<file path="src/hdl/hpl_pkg.sv">
// ----------------------------------------------------------------------------
// Histogram percentile limits package
// Shared sizes, register indexes and controller/datapath signal groups.
// ----------------------------------------------------------------------------
package hpl_pkg;

  localparam int BINS       = 1024;
  localparam int COUNT_BITS = 20;

  localparam int PIXEL_W    = 10;
  localparam int PERMILLE_W = 10;
  localparam int LIMIT_W    = 11;
  localparam int CFG_IDX_W  = 8;
  localparam int CFG_DATA_W = PERMILLE_W;

  localparam int BIN_W  = $clog2(BINS);
  localparam int NUM_W  = $clog2(BINS + 1);
  localparam int PROD_W = COUNT_BITS + PERMILLE_W;
  localparam int ACC_W  = PROD_W + BIN_W;

  localparam int PERMILLE_SCALE = 1000;
  localparam int LOW_RESET      = 20;
  localparam int HIGH_RESET     = 980;

  localparam logic [CFG_IDX_W-1:0] REG_LOW_PERMILLE  = CFG_IDX_W'(0);
  localparam logic [CFG_IDX_W-1:0] REG_HIGH_PERMILLE = CFG_IDX_W'(1);

  localparam logic [COUNT_BITS-1:0] COUNT_MAX = {COUNT_BITS{1'b1}};

  typedef struct packed {
    logic pix_accept;
    logic load_targets;
    logic init_scan;
    logic sweep;
    logic scan;
    logic load_out;
  } cmd_t;

  typedef struct packed {
    logic addr_last;
  } sts_t;

endpackage

</file>
<file path="src/hdl/hpl_ctrl.sv">
// ----------------------------------------------------------------------------
// Histogram percentile limits controller
// Sequences the clearing pass, pixel counting, pipeline drain, cumulative
// scan and result hand-over.
// ----------------------------------------------------------------------------
module hpl_ctrl (
  input  logic          clk_i,
  input  logic          rst_ni,
  input  logic          pix_valid_i,
  input  logic          pix_last_i,
  output logic          pix_ready_o,
  output logic          out_valid_o,
  input  logic          out_ready_i,
  input  hpl_pkg::sts_t sts_i,
  output hpl_pkg::cmd_t cmd_o
);

  typedef enum logic [2:0] {
    ST_CLEAR,
    ST_COUNT,
    ST_DRAIN1,
    ST_DRAIN2,
    ST_SCAN,
    ST_TAIL1,
    ST_TAIL2,
    ST_FINISH
  } state_e;

  state_e state_q, state_d;
  logic   out_valid_q, out_valid_d;

  assign pix_ready_o = (state_q == ST_COUNT);
  assign out_valid_o = out_valid_q;

  always_comb begin
    cmd_o            = '0;
    state_d          = state_q;
    cmd_o.pix_accept = pix_valid_i && pix_ready_o;
    case (state_q)
      ST_CLEAR: begin
        cmd_o.sweep = 1'b1;
        if (sts_i.addr_last) begin
          state_d = ST_COUNT;
        end
      end
      ST_COUNT: begin
        if (cmd_o.pix_accept && pix_last_i) begin
          state_d = ST_DRAIN1;
        end
      end
      ST_DRAIN1: begin
        cmd_o.load_targets = 1'b1;
        state_d            = ST_DRAIN2;
      end
      ST_DRAIN2: begin
        cmd_o.init_scan = 1'b1;
        state_d         = ST_SCAN;
      end
      ST_SCAN: begin
        cmd_o.sweep = 1'b1;
        cmd_o.scan  = 1'b1;
        if (sts_i.addr_last) begin
          state_d = ST_TAIL1;
        end
      end
      ST_TAIL1: begin
        state_d = ST_TAIL2;
      end
      ST_TAIL2: begin
        state_d = ST_FINISH;
      end
      ST_FINISH: begin
        if (!out_valid_q || out_ready_i) begin
          cmd_o.load_out = 1'b1;
          state_d        = ST_COUNT;
        end
      end
      default: begin
        state_d = ST_CLEAR;
      end
    endcase
  end

  always_comb begin
    out_valid_d = out_valid_q;
    if (cmd_o.load_out) begin
      out_valid_d = 1'b1;
    end else if (out_ready_i) begin
      out_valid_d = 1'b0;
    end
  end

  always_ff @(posedge clk_i or negedge rst_ni) begin
    if (!rst_ni) begin
      state_q     <= ST_CLEAR;
      out_valid_q <= 1'b0;
    end else begin
      state_q     <= state_d;
      out_valid_q <= out_valid_d;
    end
  end

endmodule

</file>
<file path="config.mk">
export PLATFORM = sky130hd
export DESIGN_NAME = hpl_ctrl
export DESIGN_NICKNAME = d
export VERILOG_FILES = /design/src/hdl/hpl_pkg.sv /design/src/hdl/hpl_ctrl.sv
export SDC_FILE = /design/constraint.sdc
export NUM_CORES = 1
export LEC_CHECK = 0
export BUFFER_PORTS_ARGS = -buffer_cell sky130_fd_sc_hd__buf_2
export CAP_MARGIN = 40
export CORE_AREA = 2 2 39 41
export DETAILED_ROUTE_END_ITERATION = 10
export DIE_AREA = 0 0 41 43
export GPL_TIMING_DRIVEN = 0
export PLACE_DENSITY_LB_ADDON = 0.15
export SYNTH_ARGS = -nofsm -noshare
export SYNTH_HDL_FRONTEND = slang
export SYNTH_SLANG_ARGS = --single-unit
</file>
<file path="constraint.sdc">
create_clock -name clk_i -period 1.1 [get_ports clk_i]
set_input_delay 0.055 -clock clk_i [delete_from_list [all_inputs] [get_ports clk_i]]
set_output_delay 0.055 -clock clk_i [all_outputs]
set_load 0.03 [all_outputs]
</file>
# [Word-level counts from Yosys, hierarchy flattened]
# Cells that the tools add are included.
[totals] ff_bits=4 wordCells=34
[classes] n_eq_ne=11 reduce_logical=8 muxes=13
[op_table] op="3-bit case mux with 8 select lines" n=1
[op_table] op="3-bit equality test (second input constant)" n=4
[op_table] op="3-bit 2-to-1 mux" n=4
[op_table] op="1-bit 2-to-1 mux" n=8
[op_table] op="3-bit by 2-bit equality test with 1-bit output (second input constant)" n=2
[op_table] op="2-bit inequality test (second input constant)" n=3
[op_table] op="4-bit AND reduction" n=1
[op_table] op="3-bit by 1-bit equality test with 1-bit output (second input constant)" n=1
[op_table] op="3-bit zero test" n=1
[op_table] op="1-bit logical AND" n=2
[op_table] op="2-bit by 1-bit inequality test with 1-bit output (second input constant)" n=1
[op_table] op="2-bit nonzero test" n=1
[op_table] op="2-bit OR reduction" n=1
[op_table] op="1-bit zero test" n=1
[op_table] op="1-bit logical OR" n=1

# [Longest topological paths before layout]
# Gate-level depths: netlist of the first run.
[logic_depth] depth_word=5 ltp_mapped=4

# [Worst setup path before layout of the first run]
# No wires, ideal clock.
[synth_path] kind="register to output" from="register state_q[1]" to="output port cmd_o[5] (netlist name)" t_required_ps=1045 path_slack_ps=-361 stages_incl_launch_ff=4 arrival_time_ps=1406 n_path_buf=0 cell_sequence="dfrtp_1 -> nand2b_1 -> nor2_1 -> and2_1"
[synth_lines] element="start, declared" line_no="hpl_ctrl.sv:29" rtl="state_e state_q, state_d;"
[synth_lines] element="start signal, assigned" line_no="hpl_ctrl.sv:98" rtl="state_q <= state_d;"
[synth_lines] element="end, declared" line_no="hpl_ctrl.sv:15" rtl="output hpl_pkg::cmd_t cmd_o"

==> results of run 1 <==
==> per-stage QoR <==
step / area, µm² / instances / power [mW] / hold WS [ns]
2_1_floorplan: 231.5 / 27 / 0.8159 / -0.2406
3_3_place_gp: 316.6 / 56 / 1.001 / -0.1371
3_5_place_dp: 316.6 / 56 / 1.007 / -0.1356
4_1_cts: 445.4 / 65 / 1.517 / 0.1290
5_1_grt: 454.2 / 65 / 1.644 / 0.1393
6_report: 454.2 / 65 / 1.523 / 0.1341
==> worst min path at each step <==
stage / from / endpoint / slack [ns] / cells after the start
6_report: out_ready_i / out_valid_o$_DFFE_PN0P_ / 0.13 / 3
4_1_cts: out_ready_i / out_valid_o$_DFFE_PN0P_ / 0.13 / 3
5_1_grt: pix_last_i / state_q[1]$_DFFE_PN0P_ / 0.14 / 3
3_5_place_dp: rst_ni / out_valid_o$_DFFE_PN0P_ / -0.14 / 1
3_3_place_gp: rst_ni / out_valid_o$_DFFE_PN0P_ / -0.14 / 1
2_1_floorplan: rst_ni / out_valid_o$_DFFE_PN0P_ / -0.24 / 0
==> routing by layer <==
layer	track usage, %	part of all wire (%)
met5	0	0
met4	6.000	0
met3	3.141	5.0
met2	12.81	54
met1	9.740	42
==> sequential cells by signal, indices dropped and copies added (netlist names) <==
signal	flops
state_q	3
out_valid_o	1
==> cell usage after synthesis <==
| master | n | area, µm² |
|---|---|---|
| and2_1 | 1 | 6.260 |
| a311oi_1 | 1 | 8.760 |
| nand2b_1 | 2 | 12.51 |
| inv_1 | 1 | 3.750 |
| o221ai_1 | 1 | 8.760 |
| a21oi_1 | 2 | 10.01 |
| buf_4 | 1 | 7.510 |
| nor2b_1 | 1 | 6.260 |
| nor2_1 | 5 | 18.77 |
| nand2_1 | 3 | 11.26 |
| nand2_2 | 1 | 6.260 |
| nand3_1 | 1 | 5.000 |
| nor3b_1 | 1 | 7.510 |
| dfrtp_1 | 4 | 100.1 |
| buf_2 | 1 | 5.000 |
| nor3_1 | 1 | 5.000 |
==> logic make-up after synthesis <==
logic type / after synthesis / synth area share (%)
buffers and inverters: 3 / 7.301
flip-flops: 4 / 44.95
AO/OA/AOI/OAI: 4 / 12.36
AND/OR/NAND/NOR: 16 / 35.40
==> worst max-delay path, delay by kind of cell, from the launching register on <==
kind / cells / cell delay [ns]
flip-flops: 1 / 0.42
AND/OR/NAND/NOR: 3 / 0.38
buffers and inverters: 1 / 0.12
==> power by group <==
| group | total, mW | switching (mW) | leakage (nW) | internal (mW) |
|---|---|---|---|---|
| Combinational | 1.03 | 0.544 | 0.166 | 0.484 |
| Sequential | 0.319 | 0.0881 | 0.0451 | 0.230 |
| Clock | 0.178 | 0.0558 | 0.0138 | 0.122 |
| Total | 1.52 | 0.688 | 0.224 | 0.836 |
==> layout make-up <==
type                       instances  area share, %
tap                               16          4.408
multi-input combinational         20          31.13
clock buffer                       3          4.959
timing repair buffer              19          31.96
inverter                           1         0.8264
sequential                         4          22.59
buffer                             2          4.132
==> what timing repair did <==
action | CTS | global route
pin swaps | 3 | 1
endpoints found under the hold margin | 4 | 0
buffers inserted | 5 | 0
resized for setup | 19 | 2
setup endpoints to repair | 7 | 8
hold buffers | 1 | 0
==> qor.csv, run 1 <==
metric;value;unit
status;finished with violations;
failing checks;setup timing;
f_max;0.8249;GHz
Hold/Removal Path Class;input port to flip-flop;
flops & latches, synth;4;
synthesized area;222.7;µm²
setup ws final;-0.1123;ns
# fillers;156;
storage element area;102.6;µm²
iteration-0 DRC count of the detailed router;3;
Reg clk slew, reported paths;0.04;ns
reg2reg end;state_q[1]$_DFFE_PN0P_;
sequential cell area fraction in the yosys report;44.94;%
Slew @ Worst Pin;0.2426;ns
routed via count;272;
setup TNS;-0.5727;ns
Critical path destination;cmd_o[5];
GRT overflow;0;
Initial DRT Pass Iterations;2;
mean post-synth cell area;8.249;µm²
Clock Latency Late Sink;0.23;ns
multi-input logic area;141.4;µm²
Die Height;43;µm
Buffers on Ports;13;
Distinct cells, synth;16;
period utilization;110.2;%
Final ANT Viol Nets;0;
final layout net count;57;
FP Rows;14;
H-tree Lvls;1;
final hold vios;0;
first-pass GRT wire length;1014;µm
Synth warnings;0;
Clock Path Buffers;2;
Die ar.;0.001763;mm²
Req. time, crit path;1.04;ns
CP cell instances;nand2b_4, nor2_4, and2_4, buf_6;
Num CTS Buffers;3;
Area Growth Syn to Fin;103.9;%
Die W;41;µm
Initial Utilization;16.09;%
IR drop worst, VDD;1102;µV
leakage;0.2244;nW
commonest non-fill, non-tap cell in the layout;buf_4;
initial antenna violation count;0;
Slew HR;83.72;%
TritonCTS clock tree;done;
max cap viols;0;
pre-CTS WS;-0.03611;ns
Setup violations, final;7;
Register-to-Register Path Depth;5;
GRT Total Usage;8.661;%
WL/cell;9.600;µm
clk root buf;clkbuf_4;
# diodes;0;
fin util;32.82;%
CP Max Fanout;4;
CP max stage cell;dfrtp_2;
RSZ-0062 raised after global routing;yes;
Crit Reg-Reg Startpoint;state_q[0]$_DFFE_PN0P_;
syn_nets;33;
vias per cell;4.185;
post-detail-place hpwl;451.8;µm
# DRC;0;
vias in the first global route;278;
Worst path max stage delay;0.42;ns
commonest cells after routing, fill and taps aside;buf_4 (9), buf_2 (6), buf_6 (5);
Mapped Cells;27;
share of layout cells above drive strength 1;67.35;%
clk sinks;4;
CP startpoint;state_q[1]$_DFFE_PN0P_;
Cell Pwr Density;3354;mW/mm²
pin count of the biggest net entering global routing;9;
core area;0.001384;mm²
Post-Route Skew;0.001678;ns
# IOs;14;
Reg2Reg Setup Slack;0.04;ns
pins over their slew limit;0;
Startpoint Class;flip-flop;
nature of the critical path endpoint;primary output;
CP Class;flip-flop to primary output;
Routed WL;624;µm
fin crit period;1.212;ns
CP Data Arrival Time;1.16;ns
RePlAce Congestion;0.7194;
(Power assumes the default switching activity.)
==> run 2, diff against run 1 <==
--- a/config.mk
+++ b/config.mk
@@ -12,6 +12,7 @@
 export DIE_AREA = 0 0 41 43
 export GPL_TIMING_DRIVEN = 0
 export PLACE_DENSITY_LB_ADDON = 0.15
+export SETUP_SLACK_MARGIN = 0.3
 export SYNTH_ARGS = -nofsm -noshare
 export SYNTH_HDL_FRONTEND = slang
 export SYNTH_SLANG_ARGS = --single-unit
==> qor.csv, run 2 (synthesized netlist as in run 1, its figures left out) <==
metric;value;unit;change
setup ws final;-0.1183;ns;-0.006006 ns
CP Data Arrival Time;1.16;ns;about the same
Die W;41;µm;unchanged
Reg power frac;13.0;%;-7.9 points
Pint;1.365;mW;+63%
Initial Utilization;16.09;%;unchanged
Power Total;2.347;mW;+54%
nature of the critical path endpoint;primary output;;
Routed WL;836;µm;+34%
CP Class;flip-flop to primary output;;
Req. time, crit path;1.04;ns;about the same
IR drop worst, VDD;1256;µV;+14%
Reg clk slew, reported paths;0.04;ns;about the same
clock share of power;8.9;%;-2.8 points
f_max;0.8208;GHz;-0.49%
iteration-0 DRC count of the detailed router;0;;-3
clk root buf;clkbuf_4;;
Area Growth Syn to Fin;200.6;%;
fin util;48.37;%;+16 points
# DRC;0;;unchanged
grt met2 use;18.13;%;+5.3 points
Net Switching;0.9824;mW;+43%
RSZ-0062 raised after global routing;yes;;
pin count of the biggest net entering global routing;7;;-2
GRT Total Usage;12.37;%;+3.7 points
Buffers on Ports;13;;unchanged
Clock Path Buffers;2;;unchanged
initial antenna violation count;0;;unchanged
routed via count;310;;+14%
fin crit period;1.218;ns;+0.006006 ns
Finished Layout Cells;76;;+17%
share of layout cells above drive strength 1;88.33;%;+21 points
Comb power frac;78.1;%;+11 points
first-pass GRT wire length;1317;µm;+30%
Final ANT Viol Nets;0;;unchanged
Die ar.;0.001763;mm²;unchanged
commonest cells after routing, fill and taps aside;buf_6 (14), buf_4 (8), buf_2 (6);;
CP Max Fanout;4;;unchanged
final hold vios;0;;unchanged
Post-Route Skew;0.009324;ns;+0.007646 ns
pins over their slew limit;0;;unchanged
max cap viols;0;;unchanged
Die Height;43;µm;unchanged
Hold/Removal Path Class;input port to flip-flop;;
max FFs per register;3;;unchanged
M1 GR Usage;11.33;%;+1.6 points
period utilization;110.8;%;+0.55 points
Slew @ Worst Pin;0.1745;ns;-0.06810 ns
# diodes;0;;unchanged
Clock Latency Late Sink;0.24;ns;about the same
Num CTS Buffers;3;;unchanged
RePlAce Congestion;0.7232;;+0.53%
H-tree Lvls;1;;unchanged
clk sinks;4;;unchanged
commonest non-fill, non-tap cell in the layout;buf_6;;
vias in the first global route;337;;+21%
# IOs;14;;unchanged
post-detail-place hpwl;447.3;µm;-1.0%
FP Rows;14;;unchanged
Startpoint Class;flip-flop;;
Initial DRT Pass Iterations;1;;-1
TritonCTS clock tree;done;;
leakage;0.3011;nW;+34%
WL/cell;11.00;µm;+15%
vias per cell;4.079;;-2.5%
failing checks;setup timing;;
pre-CTS WS;-0.001436;ns;+0.03468 ns
Slew HR;88.37;%;+4.6 points
Placed Cells incl. Taps;56;;unchanged
Cell Pwr Density;3507;mW/mm²;+4.5%
final layout net count;67;;+18%
Setup violations, final;7;;unchanged
GRT overflow;0;;unchanged
setup TNS;-0.5713;ns;+0.001440 ns
# fillers;126;;-19%
Reg with most FFs;state_q;;
grt met3 use;4.712;%;+1.6 points
core area;0.001384;mm²;unchanged
sw frac;41.85;%;-3.3 points
global route hottest layer;met2;;
status;finished with violations;;
## run 2: cell types whose count changed in the layout (fill, tap and decap cells not counted), moves of 2 or more
cell	delta
a21oi_1	-2
nor2_4	+4
buf_6	+9
nor2_1	-3
buf_12	+2
## run 2: path summary, 6_finish.rpt
path,from,to,slack [ns],cells after the start
max,state_q[1]$_DFFE_PN0P_,cmd_o[5],-0.12,4
min,sts_i,state_q[0]$_DFFE_PN0P_,0.12,3
min reg2reg,state_q[2]$_DFFE_PN0P_,out_valid_o$_DFFE_PN0P_,0.63,2
max reg2reg,state_q[1]$_DFFE_PN0P_,state_q[0]$_DFFE_PN0P_,0.01,4
max in group asynchronous,rst_ni,state_q[1]$_DFFE_PN0P_,0.82,2
min in group asynchronous,rst_ni,state_q[2]$_DFFE_PN0P_,0.14,2
## run 2: layer usage
| metal | up-vias | part of all wire (%) |
|---|---|---|
| met3 | 2 | 3.8 |
| met2 | 10 | 59 |
| met4 | 0 | 2.4 |
| li1 | 157 | - |
| met1 | 141 | 35 |
| met5 | - | 0 |
## run 2: power groups by stage
| stage | Sequential, mW | Combinational, mW | Clock [mW] |
|---|---|---|---|
| 2_1_floorplan | 0.367 | 0.633 | 0 |
| 3_3_place_gp | 0.355 | 0.820 | 0 |
| 3_5_place_dp | 0.362 | 0.818 | 0 |
| 4_1_cts | 0.304 | 1.47 | 0.214 |
| 5_1_grt | 0.317 | 1.93 | 0.229 |
| 6_report | 0.306 | 1.83 | 0.208 |
## run 2: repair_timing
action	in CTS	in global routing
pin swaps	7	5
endpoints found under the hold margin	4	0
buffers inserted	9	6
resized for setup	23	8
hold buffers	1	0
setup endpoints to repair	11	12
## run 2: worst max-delay path, cell delays in order (launching register included)
cell and delay [ns]:
dfrtp_2 0.43, nand2b_4 0.16, nor2_4 0.08, and2_4 0.14
buf_6 0.12
## run 2: area by class of cell
| type | instances | area, µm² | area share, % |
|---|---|---|---|
| plain buffers | 2 | 22.52 | 3.364 |
| clock buffers | 4 | 26.28 | 3.925 |
| inverters | 1 | 3.754 | 0.5607 |
| multi-input cells | 20 | 217.7 | 32.52 |
| flip-flops and latches | 4 | 103.9 | 15.51 |
| well taps | 16 | 20.02 | 2.991 |
| repair buffers | 29 | 275.3 | 41.12 |
## run 2: through the flow
step	area, µm²	hold WS, ns
floorplan	284.0	-0.2406
global placement	369.1	-0.1377
detailed placement	369.1	-0.1381
CTS	568.0	0.1139
global route	669.4	0.1412
finish	669.4	0.1238
